[src/rtl/core/spq_pkg.sv]
package spq_pkg;

   localparam int CAPACITY = 64;
   localparam int CNT_W    = $clog2(CAPACITY + 1);
   localparam int DATA_W   = 32;

   localparam logic MODE_INSERT = 1'b0;
   localparam logic MODE_REMOVE = 1'b1;

   typedef enum logic [1:0] {
      STATUS_OK    = 2'd0,
      STATUS_EMPTY = 2'd1,
      STATUS_FULL  = 2'd2
   } spq_status_type;

   typedef struct packed {
      logic                      ins;
      logic                      rem;
      logic signed [DATA_W-1:0]  value;
   } spq_op_type;

endpackage

[src/rtl/core/spq_cell.sv]
module spq_cell
   import spq_pkg::*;
(
   input  logic                     clock,
   input  spq_op_type               op,
   input  logic                     occupied,
   input  logic                     prev_gt,
   input  logic signed [DATA_W-1:0] prev_entry,
   input  logic signed [DATA_W-1:0] next_entry,
   output logic                     gt,
   output logic signed [DATA_W-1:0] entry
);

   logic signed [DATA_W-1:0] entry_ff;
   logic signed [DATA_W-1:0] entry_in;

   assign entry = entry_ff;
   assign gt    = occupied && (entry_ff > op.value);

   always_comb begin
      entry_in = entry_ff;
      if (op.ins) begin
         if (prev_gt) begin
            entry_in = prev_entry;
         end else if (gt || !occupied) begin
            entry_in = op.value;
         end
      end else if (op.rem) begin
         entry_in = next_entry;
      end
   end

   always_ff @(posedge clock) begin
      entry_ff <= entry_in;
   end

endmodule

[config.mk]
export PLATFORM = sky130hd
export DESIGN_NAME = spq_cell
export DESIGN_NICKNAME = d
export VERILOG_FILES = /design/src/rtl/core/spq_pkg.sv /design/src/rtl/core/spq_cell.sv
export SDC_FILE = /design/constraint.sdc
export NUM_CORES = 1
export LEC_CHECK = 0
export BUFFER_PORTS_ARGS = -buffer_cell sky130_fd_sc_hd__buf_2
export CORE_MARGIN = 2
export CORE_UTILIZATION = 25
export CTS_CLUSTER_SIZE = 10
export DETAILED_ROUTE_END_ITERATION = 10
export HOLD_SLACK_MARGIN = 0.15
export PLACE_DENSITY = 0.62
export SETUP_SLACK_MARGIN = 0.3
export SYNTH_ARGS = -nofsm -noshare
export SYNTH_HDL_FRONTEND = slang
export SYNTH_SLANG_ARGS = --single-unit
[constraint.sdc]
create_clock -name clock -period 6.2 [get_ports clock]
set_input_delay 0.62 -clock clock [delete_from_list [all_inputs] [get_ports clock]]
set_output_delay 0.62 -clock clock [all_outputs]
set_load 0.005 [all_outputs]
# Yosys cells after proc, flatten, opt, wreduce, memory -nomap -nowiden
# Cells that the tools add are included.
[word_totals] reg_bits=32 latch_bits=0 ram_bits=0 rom_bits=0 in_bits=101 output_inout_bits=33 elab_cells=12 n_memories=0
[op_classes] addsub=0 mul=0 div=0 magnitude_cmp=1 eq_ne=1 n_shift=0 n_mux=4 bitwise_logic=0 reduce_logical=5
[ops] cell="$mux 32" n=4
[ops] cell="$gt 32x32->1" n=1
[ops] cell="$ne 3x1->1 const B" n=1
[ops] cell="$reduce_and 2->1" n=1
[ops] cell="$reduce_bool 2->1" n=1
[ops] cell="$logic_and 1x1->1" n=1
[ops] cell="$logic_not 1->1" n=1
[ops] cell="$logic_or 1x1->1" n=1

# Longest topological paths before layout
[logic_depth] ltp_word=6 ltp_mapped=8 ltp_nobuf=8

# Worst setup path after synthesis
# OpenSTA, ideal clock, no wires.
[synth_timing] path_type="input port to flip-flop" startpoint="in op[14] (netlist bit)" endpoint="reg entry_ff[0] (netlist: entry[0]) (enable)" setup_ns=0.561 arrival_ns=2.675 required_time_ns=5.639 setup_slack_ns=2.964 path_stages=8 n_path_buf=0 cell_sequence="inv_1 > ha_1 > a21oi_1 > nand2_1 > a221o_1 > o31a_1 > a2bb2oi_1 > nand3_1"
[synth_via] elab_chain_len=5
[synth_rtl] element="start, declared" line_no="spq_cell.sv:5" rtl="input spq_op_type op,"
[synth_rtl] element="$gt 32x32->1" line_no="spq_cell.sv:18" rtl="assign gt = occupied && (entry_ff > op.value);"
[synth_rtl] element="$logic_and 1x1->1" line_no="spq_cell.sv:18"
[synth_rtl] element="$logic_or 1x1->1" line_no="spq_cell.sv:25" rtl="end else if (gt || !occupied) begin"
[synth_rtl] element="$ne 3x1->1 (no source line)"
[synth_rtl] element="$reduce_and 2->1 (no source line)"
[synth_rtl] element="end signal, assigned" line_no="spq_cell.sv:34" rtl="entry_ff <= entry_in;"
[synth_rtl] element="end, declared" line_no="spq_cell.sv:14" rtl="logic signed [DATA_W-1:0] entry_ff;"
# No other way between the ends.
# A chain may end at the register's enable or synchronous reset.

# Final worst setup path
[layout_timing] startpoint="in op[31] (netlist bit)" endpoint="reg entry_ff[30] (netlist: entry[30]) (enable)"
# Same word-level chain as after synthesis.

==> results.md <==
- Flop-to-flop setup slack: 3.08 ns
- Setup crit start: op[31]
- Syn Area/Cell: 9.49 um^2
- Skew final: 0.00579 ns
- Vias per inst: 4.45
- Vias in the first global route: 2398
- Vias: 2338
- Initial DRC Count: 42
- Maxcap violations: 0
- CP max stage delay: 0.69 ns
- Crit path max-delay family: simple AND/OR/NAND/NOR gates
- Hold Fails Final Rpt: 0
- Core Util, Final: 0.346
- DR DRC count: 0
- Placed cells: 518
- Setup crit start kind: input port
- Commonest non-fill, non-tap cell in the layout: buf_2
- Antenna viol nets, final: 0
- Grt total ovfl: 0
- Register area share after synthesis: 0.385
- Finished Cell Area: 3370 um^2
- CP required: 5.95 ns
- CTS Hold Bufs: 0
- Clock Tree Buf Depth: 2
- Crit path max fanout: 32
- Final worst path period need: 3.19 ns
- Nets: 525
- Row count: 36
- HPWL Detailed: 5.34 mm
- Pins over their slew limit: 0
- Setup bufs post-CTS: 0
- WP buf/inv: 2
- Worst vdd ir: 0.0744 mV
- Fillers: 1052
- Worst Path Arrival: 2.94 ns
- Hold Crit Class: input port to flip-flop
- Crit path depth: 9
- Largest net degree at the start of global routing: 67
- Min Hold Slack: 0.665 ns
- Number of flip-flops in the largest register: 32
- Final setup violating endpoints: 0
- Pwr Density: 195 nW/um^2
- RSZ-0062 raised after global routing: no
- Synth warn: 0
- Mean routed wirelength per cell: 12.5 um
- Total GRT Usage: 0.123
- Critical Path, Cell by Cell: buf_2, inv_1, ha_1, nand4_2, nor4_2, nand2_1, and3_1, a2bb2oi_1, nand3_2
- Port-buffer cells: 133
- Die X-Extent: 104 um
- Number of synthesized register bits: 32
- Outcome: complete, no violations
- Unique masters post-synth: 31
- TritonCTS Buffers: 5
- RR Startpoint: entry[31]
- LEAKAGE: 1.70 nW
- ANT cells: 0
- Total wire length: 6.57 mm
- Post-CTS sizing: 0
- TritonCTS clock tree: built
- Slew @ Worst Pin: 1.11 ns
- Final WS setup: 3.01 ns
- Die Ht: 104 um
- Post-synthesis cell count: 263
- Post-DP Area: 3290 um^2
- Die area: 10800 um^2
- Fmax: 0.314 GHz
- Synthesized area: 2500 um^2
- Initial antenna violation count: 1
- Tcrit/Tclk final: 0.514
- # IOs: 134
- Reg area: 961 um^2
- First-pass GRT wire length: 10.8 mm
- Reg clk slew, reported paths: 0.07 ns
- Setup CP Type: input port to flip-flop
- Cell count of the worst reg-to-reg path: 7
- Initial core utilization: 0.257
- RR Endpoint: entry[30]
- End of the critical path: entry[30]
- Total iterations of the first detailed-routing run: 4
- Crit. End Element: flip-flop
- # clock sinks: 32
- Fin cells: 525
- Setup TNS: 0 ns
- Clock Tree Root: clkbuf_8
- Tot Pwr: 0.657 mW
- Clk_lat worst skew: 0.28 ns
- Htree depth: 2
- Pre-CTS WS: 2.63 ns
- Final GP Congestion: 0.772
- Layout area overhead: 34.8%
- Core Box Area: 9730 um^2
- Share of cells above drive strength 1: 0.372
- Area of the multi-input gates: 1370 um^2
- Syn_nets: 396
- Commonest non-fill, non-tap cells in the layout: 133 x buf_2, 45 x a21oi_1, 35 x nor2_1
- Slew HR: 0.258
- Max stage delay cell, worst path: nand3_2
[cells by family after synthesis]
group,share of synthesized area
fa+ha+maj,0.160
mux,0.128
compound gates,0.142
flops,0.385
buf+inv,0.0677
simple gates,0.116
[worst reg2reg max path: stages, from the launching register on]
cell and delay (ns):
edfxtp_1 0.39, ha_1 0.44, nand4_2 0.20, nor4_2 0.35, nand2_1 0.14, and3_1 0.20, a2bb2oi_1 0.18, nand3_2 0.69
[power by group]
group	total (mW)	internal (mW)	switching [mW]
sequential	0.295	0.279	0.0162
clock	0.149	0.0762	0.0731
combinational	0.213	0.0998	0.113
total	0.657	0.455	0.202
[layout make-up]
type                            count  area share
Sequential cell                    32       0.286
Multi-Input combinational cell    187       0.407
Tap cell                          133      0.0494
Clock inverter                      1     0.00149
Inverter                           33      0.0368
Clock buffer                        6      0.0216
Timing Repair Buffer              133       0.198
[per-layer routing]
| metal | global-route usage | part of all wire |
|---|---|---|
| met1 | 0.141 | 0.43 |
| met2 | 0.223 | 0.50 |
| met3 | 0.0407 | 0.067 |
| met4 | 0.0270 | 0.0067 |
| met5 | 0 | 0.0020 |
[synth_stat cells]
cell       count  area, um^2
nor3_1         1        5.00
inv_1         33         124
a211oi_1       1        7.51
o21ai_1        1        5.00
edfxtp_1      32         961
or2_2          1        6.26
nand3_1        4        20.0
nor2b_1        1        6.26
clkbuf_1       8        30.0
o21ai_0        3        15.0
a2111oi_0      1        8.76
nand2_1        9        33.8
a21o_1         1        7.51
a21oi_1       45         225
o31a_1         1        8.76
o41ai_2        1        16.3
o211ai_1       2        15.0
nand4_1        7        43.8
o2111ai_2      1        15.0
ha_1          32         400
a2bb2oi_1      1        8.76
mux2i_1       32         320
nor4_2         1        12.5
nor4_1         1        6.26
a221o_1        1        10.0
and3_1         1        6.26
nand2b_1       1        6.26
a22oi_2        1        12.5
buf_2          3        15.0
nand4_2        1        12.5
nor2_1        35         131
[worst min path at each step]
| stage | from | end | slack, ns | cells after the start |
|---|---|---|---|---|
| floorplan | next_entry[30] | entry[30] | 0.85 | 2 |
| global placement | next_entry[31] | entry[31] | 0.94 | 3 |
| detailed placement | next_entry[6] | entry[6] | 0.95 | 3 |
| CTS | next_entry[26] | entry[26] | 0.65 | 3 |
| global route | next_entry[19] | entry[19] | 0.67 | 3 |
| finish | next_entry[26] | entry[26] | 0.67 | 3 |
No activity file was read; power rests on OpenSTA's default activity.
